## src/rtl/bba_pkg.sv

```systemverilog
// Shared types and constants for the buddy block allocator.
// Holds field widths, status and action codes, the table entry layout and the
// controller state encoding. Depends on nothing.
package bba_pkg;

    // Field widths fixed by the item and register formats.
    localparam int ADDR_W    = 48;
    localparam int REQ_W     = 16;
    localparam int GRANT_W   = 13;
    localparam int STATUS_W  = 2;
    localparam int ORD_W     = 3;
    localparam int CFG_IDX_W = 2;
    // Request plus header never exceeds 17 bits.
    localparam int NEED_W    = REQ_W + 1;

    // Result status codes.
    localparam logic [STATUS_W-1:0] ST_OK       = 2'd0;
    localparam logic [STATUS_W-1:0] ST_NO_SPACE = 2'd1;
    localparam logic [STATUS_W-1:0] ST_BAD_FREE = 2'd2;

    // Item action codes.
    localparam logic ACT_ALLOC = 1'b0;
    localparam logic ACT_FREE  = 1'b1;

    // Configuration register indexes.
    localparam logic [CFG_IDX_W-1:0] CFG_HEAP_BASE  = 2'd0;
    localparam logic [CFG_IDX_W-1:0] CFG_HEAP_ORDER = 2'd1;

    localparam logic [ORD_W-1:0] HEAP_ORDER_RST = 3'd6;

    // One unit table entry: block starts here, block is taken, block order.
    typedef struct packed {
        logic             head;
        logic             taken;
        logic [ORD_W-1:0] ord;
    } t_entry;

    // One result item as it leaves the controller.
    typedef struct packed {
        logic [STATUS_W-1:0] status;
        logic [ADDR_W-1:0]   data_address;
        logic [GRANT_W-1:0]  granted_bytes;
    } t_result;

    // Controller states.
    typedef enum logic [3:0] {
        S_CLR,
        S_IDLE,
        S_A_SIZE,
        S_A_SCAN,
        S_A_SPLIT,
        S_A_FIN,
        S_F_CHK,
        S_F_DIV,
        S_F_RD,
        S_F_EV,
        S_M_RD,
        S_M_EV,
        S_F_FIN,
        S_DONE
    } t_state;

endpackage

```

## src/rtl/bba_if.sv

```systemverilog
// Valid/ready channel interfaces of the buddy block allocator: request items,
// result items and configuration writes.
// Depends on bba_pkg for the field widths.
interface bba_item_if;
    import bba_pkg::*;
    logic                 valid;
    logic                 ready;
    logic                 action;
    logic [REQ_W-1:0]     request_bytes;
    logic [ADDR_W-1:0]    free_address;
    modport source(output valid, action, request_bytes, free_address, input ready);
    modport sink(input valid, action, request_bytes, free_address, output ready);
endinterface

interface bba_result_if;
    import bba_pkg::*;
    logic                 valid;
    logic                 ready;
    logic [STATUS_W-1:0]  status;
    logic [ADDR_W-1:0]    data_address;
    logic [GRANT_W-1:0]   granted_bytes;
    modport source(output valid, status, data_address, granted_bytes, input ready);
    modport sink(input valid, status, data_address, granted_bytes, output ready);
endinterface

interface bba_cfg_if;
    import bba_pkg::*;
    logic                 valid;
    logic                 ready;
    logic [CFG_IDX_W-1:0] index;
    logic [ADDR_W-1:0]    data;
    modport source(output valid, index, data, input ready);
    modport sink(input valid, index, data, output ready);
endinterface

```

## src/rtl/bba_ram.sv

```systemverilog
// Generic single-port-write, single-port-read RAM with registered read data.
// Depends on nothing.
module bba_ram #(
    parameter int WIDTH = 5,
    parameter int DEPTH = 64,
    localparam int AW = (DEPTH > 1) ? $clog2(DEPTH) : 1
) (
    input  logic             i_clk,
    input  logic             i_we,
    input  logic [AW-1:0]    i_waddr,
    input  logic [WIDTH-1:0] i_wdata,
    input  logic [AW-1:0]    i_raddr,
    output logic [WIDTH-1:0] o_rdata
);

    logic [WIDTH-1:0] r_mem [DEPTH];
    logic [WIDTH-1:0] r_rdata;

    // Write port and registered read port.
    always_ff @(posedge i_clk) begin
        if (i_we) begin
            r_mem[i_waddr] <= i_wdata;
        end
        r_rdata <= r_mem[i_raddr];
    end

    assign o_rdata = r_rdata;

endmodule

```

## src/rtl/bba_outreg.sv

```systemverilog
// Output register of the buddy block allocator: holds one result until the
// receiver takes it, so the controller may start the next item meanwhile.
// Depends on bba_pkg and bba_if.
module bba_outreg (
    input  logic             i_clk,
    input  logic             i_rst_n,
    input  logic             i_valid,
    output logic             o_ready,
    input  bba_pkg::t_result i_data,
    bba_result_if.source     o_res
);
    import bba_pkg::*;

    logic    r_valid;
    t_result r_data;

    // The register can load when empty or when its content leaves this cycle.
    assign o_ready = !r_valid || o_res.ready;

    always_ff @(posedge i_clk) begin
        if (!i_rst_n) begin
            r_valid <= 1'b0;
        end else if (i_valid && o_ready) begin
            r_valid <= 1'b1;
        end else if (o_res.ready) begin
            r_valid <= 1'b0;
        end
    end

    // Payload register needs no reset.
    always_ff @(posedge i_clk) begin
        if (i_valid && o_ready) begin
            r_data <= i_data;
        end
    end

    assign o_res.valid         = r_valid;
    assign o_res.status        = r_data.status;
    assign o_res.data_address  = r_data.data_address;
    assign o_res.granted_bytes = r_data.granted_bytes;

endmodule

```

## src/rtl/bba_ctrl.sv

```systemverilog
// Controller of the buddy block allocator: configuration registers, table
// initialisation, allocate scan and split, free check, divide and merge.
// Depends on bba_pkg and bba_if; drives the unit table RAM ports.
module bba_ctrl #(
    parameter int MAX_UNITS       = 64,
    parameter int MIN_BLOCK_BYTES = 64,
    parameter int HEADER_BYTES    = 32,
    localparam int AW = (MAX_UNITS > 1) ? $clog2(MAX_UNITS) : 1
) (
    input  logic             i_clk,
    input  logic             i_rst_n,
    bba_item_if.sink         i_in,
    bba_cfg_if.sink          i_cfg,
    output logic             o_res_valid,
    input  logic             i_res_ready,
    output bba_pkg::t_result o_res,
    output logic             o_we,
    output logic [AW-1:0]    o_waddr,
    output bba_pkg::t_entry  o_wdata,
    output logic [AW-1:0]    o_raddr,
    input  bba_pkg::t_entry  i_rdata
);
    import bba_pkg::*;

    // Largest usable heap order: floor(log2(MAX_UNITS)), at most 7.
    localparam int LOG_MAX  = $clog2(MAX_UNITS + 1) - 1;
    localparam int LIM      = (LOG_MAX > 7) ? 7 : LOG_MAX;
    localparam int UW       = LIM + 1;
    localparam int MB_W     = $clog2(MIN_BLOCK_BYTES);
    localparam int OFW      = LIM + MB_W + 1;
    localparam int SZW      = MB_W + 8;
    localparam int PW       = AW + MB_W + 1;
    localparam int MIN_FILL = MIN_BLOCK_BYTES - HEADER_BYTES;
    // Width that holds both a block size and a request plus header.
    localparam int CW       = (SZW > NEED_W) ? SZW : NEED_W;
    // Reciprocal of the unit size, exact for every offset below 2^OFW.
    localparam int     RS   = OFW + MB_W;
    localparam longint RM   = ((longint'(1) << RS) + longint'(MIN_BLOCK_BYTES) - 1)
                              / longint'(MIN_BLOCK_BYTES);
    localparam int     DPW  = 2 * OFW + 1;

    t_state             r_state, n_state;
    logic [ADDR_W-1:0]  r_heap_base, n_heap_base;
    logic [ORD_W-1:0]   r_heap_order, n_heap_order;
    logic [AW-1:0]      r_clr, n_clr;
    logic [NEED_W-1:0]  r_need, n_need;
    logic [ADDR_W-1:0]  r_off, n_off;
    logic [ORD_W-1:0]   r_k, n_k;
    logic [UW-1:0]      r_u, n_u;
    logic               r_found, n_found;
    logic [AW-1:0]      r_best, n_best;
    logic [ORD_W-1:0]   r_best_ord, n_best_ord;
    logic [OFW-1:0]     r_rem, n_rem;
    logic [AW-1:0]      r_q, n_q;
    logic [ORD_W-1:0]   r_o, n_o;
    t_result            r_res, n_res;

    logic [ORD_W-1:0]   eff;
    logic [UW-1:0]      units;

    // Effective heap order and heap size in units.
    assign eff   = (r_heap_order < ORD_W'(LIM)) ? r_heap_order : ORD_W'(LIM);
    assign units = UW'(1) << eff;

    assign i_cfg.ready = 1'b1;
    assign o_res       = r_res;

    // State and datapath registers.
    always_ff @(posedge i_clk) begin
        if (!i_rst_n) begin
            r_state      <= S_CLR;
            r_clr        <= '0;
            r_heap_base  <= '0;
            r_heap_order <= HEAP_ORDER_RST;
        end else begin
            r_state      <= n_state;
            r_clr        <= n_clr;
            r_heap_base  <= n_heap_base;
            r_heap_order <= n_heap_order;
        end
    end

    always_ff @(posedge i_clk) begin
        r_need     <= n_need;
        r_off      <= n_off;
        r_k        <= n_k;
        r_u        <= n_u;
        r_found    <= n_found;
        r_best     <= n_best;
        r_best_ord <= n_best_ord;
        r_rem      <= n_rem;
        r_q        <= n_q;
        r_o        <= n_o;
        r_res      <= n_res;
    end

    // Next state, table accesses and result.
    always_comb begin
        logic [ORD_W-1:0]  kk;
        logic              fit;
        logic              nf;
        logic [AW-1:0]     nb;
        logic [ORD_W-1:0]  nbo;
        logic              exact;
        logic [UW-1:0]     step;
        logic [UW-1:0]     nxt;
        logic [DPW-1:0]    recip;
        logic [OFW-1:0]    q_bytes;
        logic [AW-1:0]     bud;
        logic [AW-1:0]     lo;
        logic [AW-1:0]     hi;
        logic [ADDR_W-1:0] lim;
        logic [PW-1:0]     prod;
        logic [REQ_W-1:0]  req;

        n_state      = r_state;
        n_heap_base  = r_heap_base;
        n_heap_order = r_heap_order;
        n_clr        = r_clr;
        n_need       = r_need;
        n_off        = r_off;
        n_k          = r_k;
        n_u          = r_u;
        n_found      = r_found;
        n_best       = r_best;
        n_best_ord   = r_best_ord;
        n_rem        = r_rem;
        n_q          = r_q;
        n_o          = r_o;
        n_res        = r_res;

        i_in.ready  = 1'b0;
        o_res_valid = 1'b0;
        o_we        = 1'b0;
        o_waddr     = r_best;
        o_wdata     = '0;
        o_raddr     = '0;

        kk      = '0;
        fit     = 1'b0;
        nf      = r_found;
        nb      = r_best;
        nbo     = r_best_ord;
        exact   = 1'b0;
        step    = UW'(1);
        nxt     = '0;
        recip   = '0;
        q_bytes = OFW'(r_q) * OFW'(MIN_BLOCK_BYTES);
        bud     = r_q ^ (AW'(1) << r_o);
        lo      = (r_q < bud) ? r_q : bud;
        hi      = (r_q < bud) ? bud : r_q;
        lim     = ADDR_W'(MIN_BLOCK_BYTES) << eff;
        prod    = PW'(r_best) * PW'(MIN_BLOCK_BYTES);
        req     = (i_in.request_bytes < REQ_W'(MIN_FILL)) ? REQ_W'(MIN_FILL)
                                                          : i_in.request_bytes;

        case (r_state)
            // Sweep the table: one free block at unit zero, the rest empty.
            S_CLR: begin
                o_we    = 1'b1;
                o_waddr = r_clr;
                if (r_clr == '0) begin
                    o_wdata = '{head: 1'b1, taken: 1'b0, ord: eff};
                end
                if (r_clr == AW'(MAX_UNITS - 1)) begin
                    n_state = S_IDLE;
                end else begin
                    n_clr = r_clr + AW'(1);
                end
            end

            // Take a request and do the first arithmetic for its action.
            S_IDLE: begin
                i_in.ready = 1'b1;
                if (i_in.valid) begin
                    if (i_in.action == ACT_FREE) begin
                        n_off   = i_in.free_address - r_heap_base
                                  - ADDR_W'(HEADER_BYTES);
                        n_state = S_F_CHK;
                    end else begin
                        n_need  = NEED_W'(req) + NEED_W'(HEADER_BYTES);
                        n_state = S_A_SIZE;
                    end
                end
            end

            // Round the request up to a block order and start the scan at unit zero.
            S_A_SIZE: begin
                for (int i = 7; i >= 0; i--) begin
                    if ((CW'(MIN_BLOCK_BYTES) << i) >= CW'(r_need)) begin
                        kk  = ORD_W'(i);
                        fit = 1'b1;
                    end
                end
                if (!fit || kk > eff) begin
                    n_res   = '{status: ST_NO_SPACE, data_address: '0, granted_bytes: '0};
                    n_state = S_DONE;
                end else begin
                    n_k     = kk;
                    n_u     = '0;
                    n_found = 1'b0;
                    o_raddr = '0;
                    n_state = S_A_SCAN;
                end
            end

            // Walk the blocks in address order, one block per cycle.
            S_A_SCAN: begin
                if (i_rdata.head) begin
                    step = UW'(1) << i_rdata.ord;
                    if (!i_rdata.taken && i_rdata.ord >= r_k) begin
                        if (i_rdata.ord == r_k) begin
                            exact = 1'b1;
                            nf    = 1'b1;
                            nb    = AW'(r_u);
                            nbo   = i_rdata.ord;
                        end else if (!r_found || i_rdata.ord < r_best_ord) begin
                            nf  = 1'b1;
                            nb  = AW'(r_u);
                            nbo = i_rdata.ord;
                        end
                    end
                end
                nxt        = r_u + step;
                n_found    = nf;
                n_best     = nb;
                n_best_ord = nbo;
                if (exact) begin
                    n_state = S_A_SPLIT;
                end else if (nxt >= units) begin
                    if (nf) begin
                        n_state = S_A_SPLIT;
                    end else begin
                        n_res   = '{status: ST_NO_SPACE, data_address: '0,
                                    granted_bytes: '0};
                        n_state = S_DONE;
                    end
                end else begin
                    n_u     = nxt;
                    o_raddr = AW'(nxt);
                end
            end

            // Halve the chosen block, writing the free right half each cycle.
            S_A_SPLIT: begin
                if (r_best_ord > r_k) begin
                    o_we       = 1'b1;
                    o_waddr    = r_best + (AW'(1) << (r_best_ord - ORD_W'(1)));
                    o_wdata    = '{head: 1'b1, taken: 1'b0, ord: r_best_ord - ORD_W'(1)};
                    n_best_ord = r_best_ord - ORD_W'(1);
                end else begin
                    n_state = S_A_FIN;
                end
            end

            // Mark the block taken and form the grant.
            S_A_FIN: begin
                o_we    = 1'b1;
                o_waddr = r_best;
                o_wdata = '{head: 1'b1, taken: 1'b1, ord: r_k};
                n_res.status        = ST_OK;
                n_res.data_address  = r_heap_base + ADDR_W'(prod) + ADDR_W'(HEADER_BYTES);
                n_res.granted_bytes = GRANT_W'(SZW'(MIN_BLOCK_BYTES) << r_k);
                n_state = S_DONE;
            end

            // Reject offsets beyond the heap before dividing.
            S_F_CHK: begin
                if (r_off >= lim) begin
                    n_res   = '{status: ST_BAD_FREE, data_address: '0, granted_bytes: '0};
                    n_state = S_DONE;
                end else begin
                    n_rem   = OFW'(r_off);
                    n_state = S_F_DIV;
                end
            end

            // Unit index from the offset by multiplying with the reciprocal of the unit size.
            S_F_DIV: begin
                recip   = DPW'(r_rem) * DPW'(RM);
                n_q     = AW'(recip >> RS);
                n_state = S_F_RD;
            end

            // An offset that is not a whole number of units is not on a unit boundary.
            S_F_RD: begin
                if (q_bytes != r_rem) begin
                    n_res   = '{status: ST_BAD_FREE, data_address: '0, granted_bytes: '0};
                    n_state = S_DONE;
                end else begin
                    o_raddr = r_q;
                    n_state = S_F_EV;
                end
            end

            // The freed unit must start a taken block.
            S_F_EV: begin
                if (!i_rdata.head || !i_rdata.taken) begin
                    n_res   = '{status: ST_BAD_FREE, data_address: '0, granted_bytes: '0};
                    n_state = S_DONE;
                end else begin
                    n_o     = i_rdata.ord;
                    n_state = S_M_RD;
                end
            end

            // Fetch the buddy while the block is below the heap order.
            S_M_RD: begin
                if (r_o < eff) begin
                    o_raddr = bud;
                    n_state = S_M_EV;
                end else begin
                    n_state = S_F_FIN;
                end
            end

            // Merge with a free buddy of the same order; the upper head goes away.
            S_M_EV: begin
                if (i_rdata.head && !i_rdata.taken && i_rdata.ord == r_o) begin
                    o_we    = 1'b1;
                    o_waddr = hi;
                    o_wdata = '0;
                    n_q     = lo;
                    n_o     = r_o + ORD_W'(1);
                    n_state = S_M_RD;
                end else begin
                    n_state = S_F_FIN;
                end
            end

            // Write the merged block back as free.
            S_F_FIN: begin
                o_we    = 1'b1;
                o_waddr = r_q;
                o_wdata = '{head: 1'b1, taken: 1'b0, ord: r_o};
                n_res   = '{status: ST_OK, data_address: '0, granted_bytes: '0};
                n_state = S_DONE;
            end

            // Hand the result to the output register.
            S_DONE: begin
                o_res_valid = 1'b1;
                if (i_res_ready) begin
                    n_state = S_IDLE;
                end
            end

            default: begin
                n_state = S_CLR;
                n_clr   = '0;
            end
        endcase

        // Configuration transfers; a new heap order restarts initialisation.
        if (i_cfg.valid) begin
            if (i_cfg.index == CFG_HEAP_BASE) begin
                n_heap_base = i_cfg.data;
            end else if (i_cfg.index == CFG_HEAP_ORDER) begin
                n_heap_order = ORD_W'(i_cfg.data);
                n_clr        = '0;
                n_state      = S_CLR;
            end
        end
    end

`ifndef NO_ASSERTIONS
    // Reset always leads into the table initialisation sweep.
    a_rst_clr: assert property (@(posedge i_clk)
        !i_rst_n |=> (r_state == S_CLR))
        else $error("reset did not start table initialisation");

    // No table write while waiting for a request.
    a_idle_quiet: assert property (@(posedge i_clk) disable iff (!i_rst_n)
        (r_state == S_IDLE) |-> !o_we)
        else $error("table written while idle");

    // The scan position stays inside the heap.
    a_scan_in_heap: assert property (@(posedge i_clk) disable iff (!i_rst_n)
        (r_state == S_A_SCAN) |-> (r_u < units))
        else $error("scan ran past the heap");

    // Splitting never goes below the requested order.
    a_split_order: assert property (@(posedge i_clk) disable iff (!i_rst_n)
        (r_state == S_A_SPLIT) |-> (r_best_ord >= r_k))
        else $error("split below requested order");

    // Merging never exceeds the heap order.
    a_merge_order: assert property (@(posedge i_clk) disable iff (!i_rst_n)
        (r_state == S_M_RD || r_state == S_M_EV) |-> (r_o <= eff))
        else $error("merge beyond heap order");
`endif

endmodule

```

## src/rtl/buddy_block_allocator.sv

```systemverilog
// Buddy block allocator over a heap of 2^heap_order units of MIN_BLOCK_BYTES.
// Channels: i_in takes allocate/free requests, o_res gives one result per
// request, i_cfg writes heap_base (index 0) and heap_order (index 1).
// An allocate is accepted, its request sized, the blocks visited one at a time
// in the address-order scan (at most 2^heap_order), the chosen block halved
// step by step, then marked taken, and the result handed over; a request that
// exceeds the heap goes straight from sizing to the result.
// A free is accepted, its range checked, its unit found by reciprocal
// multiplication, the block checked and read, each buddy examined and merged in
// turn, and the merged block written back; a rejected free stops at its failed check.
// The pace is set by the single read port of the unit table.
// After reset, and after every heap_order transfer, the table is swept one
// entry a cycle over all MAX_UNITS entries; no request is taken meanwhile, while
// configuration transfers are still accepted. Items are handled one at a time.
// The result sits in an output register: a stalled receiver holds it there,
// and the next request is still taken and worked on until its own result has
// to wait for that register to empty.
module buddy_block_allocator #(
    parameter int MAX_UNITS       = 64,
    parameter int MIN_BLOCK_BYTES = 64,
    parameter int HEADER_BYTES    = 32
) (
    input  logic          i_clk,
    input  logic          i_rst_n,
    bba_item_if.sink      i_in,
    bba_result_if.source  o_res,
    bba_cfg_if.sink       i_cfg
);
    import bba_pkg::*;

    localparam int AW = (MAX_UNITS > 1) ? $clog2(MAX_UNITS) : 1;

    logic          res_valid;
    logic          res_ready;
    t_result       res_data;
    logic          ram_we;
    logic [AW-1:0] ram_waddr;
    logic [AW-1:0] ram_raddr;
    t_entry        ram_wdata;
    t_entry        ram_rdata;

    // Unit table: one entry per unit.
    bba_ram #(
        .WIDTH ($bits(t_entry)),
        .DEPTH (MAX_UNITS)
    ) u_table (
        .i_clk   (i_clk),
        .i_we    (ram_we),
        .i_waddr (ram_waddr),
        .i_wdata (ram_wdata),
        .i_raddr (ram_raddr),
        .o_rdata (ram_rdata)
    );

    // Sequencer for allocate, free and table initialisation.
    bba_ctrl #(
        .MAX_UNITS       (MAX_UNITS),
        .MIN_BLOCK_BYTES (MIN_BLOCK_BYTES),
        .HEADER_BYTES    (HEADER_BYTES)
    ) u_ctrl (
        .i_clk       (i_clk),
        .i_rst_n     (i_rst_n),
        .i_in        (i_in),
        .i_cfg       (i_cfg),
        .o_res_valid (res_valid),
        .i_res_ready (res_ready),
        .o_res       (res_data),
        .o_we        (ram_we),
        .o_waddr     (ram_waddr),
        .o_wdata     (ram_wdata),
        .o_raddr     (ram_raddr),
        .i_rdata     (ram_rdata)
    );

    // Result register towards the receiver.
    bba_outreg u_outreg (
        .i_clk   (i_clk),
        .i_rst_n (i_rst_n),
        .i_valid (res_valid),
        .o_ready (res_ready),
        .i_data  (res_data),
        .o_res   (o_res)
    );

endmodule

```

## src/flat_wrapper.sv

```systemverilog
// flat-port wrapper written by rule: the top's interface ports become plain ports
module buddy_block_allocator_flat import bba_pkg::*;
#(
    parameter int MAX_UNITS       = 64,
    parameter int MIN_BLOCK_BYTES = 64,
    parameter int HEADER_BYTES    = 32
)
  (i_clk, i_rst_n, i_in_valid, i_in_action, i_in_request_bytes, i_in_free_address, i_in_ready, o_res_valid, o_res_status, o_res_data_address, o_res_granted_bytes, o_res_ready, i_cfg_valid, i_cfg_index, i_cfg_data, i_cfg_ready);
  bba_item_if i_in_i ();
  bba_result_if o_res_i ();
  bba_cfg_if i_cfg_i ();
  input  logic i_clk;
  input  logic i_rst_n;
  input wire logic [$bits(i_in_i.valid)-1:0] i_in_valid;
  input wire logic [$bits(i_in_i.action)-1:0] i_in_action;
  input wire logic [$bits(i_in_i.request_bytes)-1:0] i_in_request_bytes;
  input wire logic [$bits(i_in_i.free_address)-1:0] i_in_free_address;
  output wire logic [$bits(i_in_i.ready)-1:0] i_in_ready;
  output wire logic [$bits(o_res_i.valid)-1:0] o_res_valid;
  output wire logic [$bits(o_res_i.status)-1:0] o_res_status;
  output wire logic [$bits(o_res_i.data_address)-1:0] o_res_data_address;
  output wire logic [$bits(o_res_i.granted_bytes)-1:0] o_res_granted_bytes;
  input wire logic [$bits(o_res_i.ready)-1:0] o_res_ready;
  input wire logic [$bits(i_cfg_i.valid)-1:0] i_cfg_valid;
  input wire logic [$bits(i_cfg_i.index)-1:0] i_cfg_index;
  input wire logic [$bits(i_cfg_i.data)-1:0] i_cfg_data;
  output wire logic [$bits(i_cfg_i.ready)-1:0] i_cfg_ready;
  assign i_in_i.valid = i_in_valid;
  assign i_in_i.action = i_in_action;
  assign i_in_i.request_bytes = i_in_request_bytes;
  assign i_in_i.free_address = i_in_free_address;
  assign i_in_ready = i_in_i.ready;
  assign o_res_valid = o_res_i.valid;
  assign o_res_status = o_res_i.status;
  assign o_res_data_address = o_res_i.data_address;
  assign o_res_granted_bytes = o_res_i.granted_bytes;
  assign o_res_i.ready = o_res_ready;
  assign i_cfg_i.valid = i_cfg_valid;
  assign i_cfg_i.index = i_cfg_index;
  assign i_cfg_i.data = i_cfg_data;
  assign i_cfg_ready = i_cfg_i.ready;
  buddy_block_allocator #(.MAX_UNITS(MAX_UNITS), .MIN_BLOCK_BYTES(MIN_BLOCK_BYTES), .HEADER_BYTES(HEADER_BYTES)) u_core (.i_clk(i_clk), .i_rst_n(i_rst_n), .i_in(i_in_i), .o_res(o_res_i), .i_cfg(i_cfg_i));
endmodule
```

## config.mk

```make
export PLATFORM = sky130hd
export DESIGN_NAME = buddy_block_allocator_flat
export DESIGN_NICKNAME = d
export VERILOG_FILES = /design/src/rtl/bba_pkg.sv /design/src/rtl/bba_if.sv /design/src/rtl/bba_ram.sv /design/src/rtl/bba_outreg.sv /design/src/rtl/bba_ctrl.sv /design/src/rtl/buddy_block_allocator.sv /design/src/flat_wrapper.sv
export SDC_FILE = /design/constraint.sdc
export NUM_CORES = 1
export LEC_CHECK = 0
export ABC_AREA = 1
export ABC_CLOCK_PERIOD_IN_PS = 11100
export BUFFER_PORTS_ARGS = -buffer_cell sky130_fd_sc_hd__buf_2
export CELL_PAD_IN_SITES_DETAIL_PLACEMENT = 0
export CELL_PAD_IN_SITES_GLOBAL_PLACEMENT = 1
export CORE_UTILIZATION = 40
export CTS_CLUSTER_DIAMETER = 50
export DETAILED_ROUTE_END_ITERATION = 8
export PLACE_DENSITY = 0.7
export SYNTH_ARGS = -nofsm -noshare
export SYNTH_HDL_FRONTEND = slang
export SYNTH_SLANG_ARGS = --single-unit
```

## constraint.sdc

```tcl
create_clock -name i_clk -period 11.1 [get_ports i_clk]
set_clock_uncertainty 0.2 [all_clocks]
set_input_delay 0.555 -clock i_clk [delete_from_list [all_inputs] [get_ports i_clk]]
set_output_delay 0.555 -clock i_clk [all_outputs]
set_load 0.01 [all_outputs]
```

==> results.cfg <==
[outcome]
run_status = finished clean

[yosys]
syn_area_um2 = 32400
synthDominantAreaCellType = sky130_fd_sc_hd__edfxtp_1
share_of_the_synthesized_area_in_the_top_cell_type = 0.501
synth_flop_cell = sky130_fd_sc_hd__edfxtp_1
synth_commonest_cells = sky130_fd_sc_hd__inv_1, sky130_fd_sc_hd__edfxtp_1, sky130_fd_sc_hd__nand2_1
avgSynthCellArea_um2 = 9.22
yosysWarnings = 0
synth_cell_type_count = 58
synth-seq-area-share = 0.543
synth_async_sr_flop_share = 0
synth.most_common_cell = sky130_fd_sc_hd__inv_1
ys_seq_elements = 608
synth_cells = 3517
synth_enable_flop_cells = 541
synth.top_cells.by_area = sky130_fd_sc_hd__edfxtp_1, sky130_fd_sc_hd__inv_1, sky130_fd_sc_hd__ha_1

[drt]
detail_route.iter0.violations = 2017
detailroute.via_count = 24900
postRouteWirelength_um = 93800
via_per_instance_ratio = 5.14
detail-route-antenna-nets = 0
routed_wire_length_per_instance_um = 19.3
drcViolationCount = 0
drt_first_pass_iters = 5

[power_and_ir_drop]
p_int_w = 0.00426
switchingPower_w = 0.00145
seq_power_share = 0.449
power.ir.vdd_worst_mv = 0.0976
power.combinational.fraction = 0.094
p_sw_frac = 0.254
power_density_nw_per_um2 = 153
power.clock.fraction = 0.456
p_total_w = 0.00571
power.static_leakage_nw = 15.6

[cells_and_area]
num-fill-cells = 7829
syn2layout_area_growth_pct = 15.3
fin_nets = 4000
final_layout_size_suffix_gt1_frac = 0.103

[worst_setup_path]
worstSetupEndpointType = flip-flop
crit_arrival_ns = 6.52
critical_path.max_stage_delay_ns = 0.79
crit_path_max_fanout = 145
timing_worst_setup_path_type = reg -> reg
crit_top_cell = sky130_fd_sc_hd__nand2_1
required_ns = 11.47
timing.critical_path.slowest_stage_cell = sky130_fd_sc_hd__buf_4
critical_path.startpoint_type = flip-flop

[timing]
maxSlewViolCount = 0
clock.fmax_ghz = 0.163
fin_crit_sh = 0.554
slew-limit-headroom = 0.220
final_hold_viol_count = 0
report.final.setup_viol = 0
period_minus_slack_ns = 6.15
tightestPinTransition_ns = 1.17
finalSetupTns_ns = 0
rsz0062_at_grt = no

[placement]
hpwl_um = 64800
port_buffers = 178
place_congestion = 0.933

[floorplan]
floorplan.initialDensity = 0.403
core.rowCount = 104
die_outline_area_um2 = 82200
die_h_um = 287
fp.dieW_um = 287
core_area_um2 = 80400
pin_count = 186

[flow_run]
drv_cap = 0

[cts]
ctsHtreeMaxLevel = 3
cts-buffers-inserted = 82
clockBufferDepth = 3
clk-insertion-delay-late_ns = 0.64
cts.sink_count = 608
cts.clk_slew.worst_paths_ns = 0.06
clockRootBuffer = sky130_fd_sc_hd__clkbuf_16
postCtsResizedCells = 0
cts_tree = built

[grt]
track_usage = 0.228
antenna_found_initial = 1
via_count_of_the_first_global_routing_pass = 24200
pin_count_of_the_biggest_net_entering_global_routing = 146
overflow = 0
grt_pass1_wl_um = 144000

[worst_hold_path]
hp-class = in -> reg
==> critical path: cells and delay by family, from the launching register on <==
kind                       cells  cell delay (ns)
DFF                            1             0.35
and+or+nand+nor               15             1.96
adders and majority gates      3             0.70
xor gates and xnor gates       1             0.22
buffers and inverters          6             1.48
AOI/OAI and AO/OA              6             0.88
==> cell families after synthesis <==
logic type      count (synthesis)  synth area share
simple gates                 1448             0.203
buf+inv                       819             0.101
flops                         608             0.543
compound gates                404            0.0697
fa+ha+maj                     158            0.0619
xor+xnor                       78            0.0211
other cells                     2          0.000232
==> power by group through the flow <==
stage | combinational [W] | sequential [W] | clock, W
after floorplan | 0.000346 | 0.00261 | 0
after global placement | 0.000526 | 0.00261 | 0
after detailed placement | 0.000527 | 0.00261 | 0
after CTS | 0.000542 | 0.00257 | 0.00265
after global routing | 0.000606 | 0.00257 | 0.00275
final | 0.000538 | 0.00257 | 0.00261
==> final timing paths <==
check	slack, ns	cells after the start	end	startpoint
worst min-delay path	0.03	3	u_core.u_ctrl.r_heap_base[24]	i_cfg_data[24]
worst max register to register	4.95	31	u_core.u_table.o_rdata[4]	u_core.u_table.o_rdata[0]
worst max-delay path	4.95	31	u_core.u_table.o_rdata[4]	u_core.u_table.o_rdata[0]
worst min register to register	0.20	0	u_core.u_outreg.o_res.data_address[20]	u_core.u_ctrl.o_res[33]
==> cell usage in the layout, fill, tap and decap left out, types with 5 or more instances in the layout <==
cell type                       instances
sky130_fd_sc_hd__o21bai_1               9
sky130_fd_sc_hd__clkinv_1              11
sky130_fd_sc_hd__a21oi_1              150
sky130_fd_sc_hd__dfxtp_1               67
sky130_fd_sc_hd__conb_1                 8
sky130_fd_sc_hd__xor2_1                51
sky130_fd_sc_hd__a21oi_2                5
sky130_fd_sc_hd__o211ai_1              17
sky130_fd_sc_hd__clkinv_2               8
sky130_fd_sc_hd__or2_2                  6
sky130_fd_sc_hd__o21a_1                 9
sky130_fd_sc_hd__clkinv_4               6
sky130_fd_sc_hd__inv_6                 12
sky130_fd_sc_hd__nor4_1                20
sky130_fd_sc_hd__inv_2                 14
sky130_fd_sc_hd__nand4_1              169
sky130_fd_sc_hd__a211oi_1               5
sky130_fd_sc_hd__bufinv_16              5
sky130_fd_sc_hd__nand3_2               10
sky130_fd_sc_hd__a21o_1                 9
sky130_fd_sc_hd__dlygate4sd3_1         40
sky130_fd_sc_hd__nor2_4                 5
sky130_fd_sc_hd__nand3_1              359
sky130_fd_sc_hd__buf_2                178
sky130_fd_sc_hd__ha_1                 154
sky130_fd_sc_hd__buf_4                 24
sky130_fd_sc_hd__o21ai_0              148
sky130_fd_sc_hd__nor2_1               337
sky130_fd_sc_hd__clkbuf_1              16
sky130_fd_sc_hd__nand2_1              473
sky130_fd_sc_hd__a31oi_1               18
sky130_fd_sc_hd__clkbuf_16             82
sky130_fd_sc_hd__xnor2_1               27
sky130_fd_sc_hd__nor3_1                49
sky130_fd_sc_hd__inv_1                675
sky130_fd_sc_hd__o22ai_1                7
sky130_fd_sc_hd__edfxtp_1             541
==> registers in the layout, summed over array words and instances (netlist names), 7 cells and up <==
signal                               flops
u_core.u_ctrl.r_off                     48
u_core.u_ctrl.r_heap_base               48
u_core.u_ctrl.o_res                     57
u_core.u_outreg.o_res.data_address      48
u_core.u_ctrl.r_u                        7
u_core.u_table.r_mem                   320
u_core.u_outreg.o_res.granted_bytes      7
u_core.u_ctrl.r_rem                     13
u_core.u_ctrl.r_need                    17
==> stage by stage <==
stage               setup slack, ns  hold WS (ns)   util  area, um2  cells
floorplan                      5.44         0.200      -      32400   3523
CTS                            5.23      0.000787  0.465      37400   4851
global route                   4.63        0.0185  0.465      37400   4851
global placement               5.34         0.200  0.426      34300   4658
finish                         4.95        0.0265  0.465      37400   4853
detailed placement             5.30         0.205  0.426      34300   4658
==> metal layers <==
metal	up-vias	GRT usage	part of all wire
met5	-	0	0
met4	0	0.0670	0.027
met3	144	0.0363	0.058
met2	707	0.370	0.47
met1	11800	0.312	0.45
li1	12300	-	-
==> repair_timing <==
action	CTS	global route
hold buffers	40	0
endpoints found under the hold margin	40	0
setup buffers	0	0
endpoints found under the setup margin	0	0
==> cell type report <==
cell class                      count  area [um2]  area share
Multi-Input combinational cell   2096       11700       0.312
Clock buffer                      102        2170      0.0580
Timing Repair Buffer              243        1490      0.0399
Inverter                          691        2590      0.0694
Sequential cell                   608       17600       0.471
Tap cell                         1060        1330      0.0355
Clock inverter                     51         541      0.0145
Antenna cell                        2        5.00    0.000134
(Power assumes the default switching activity.)
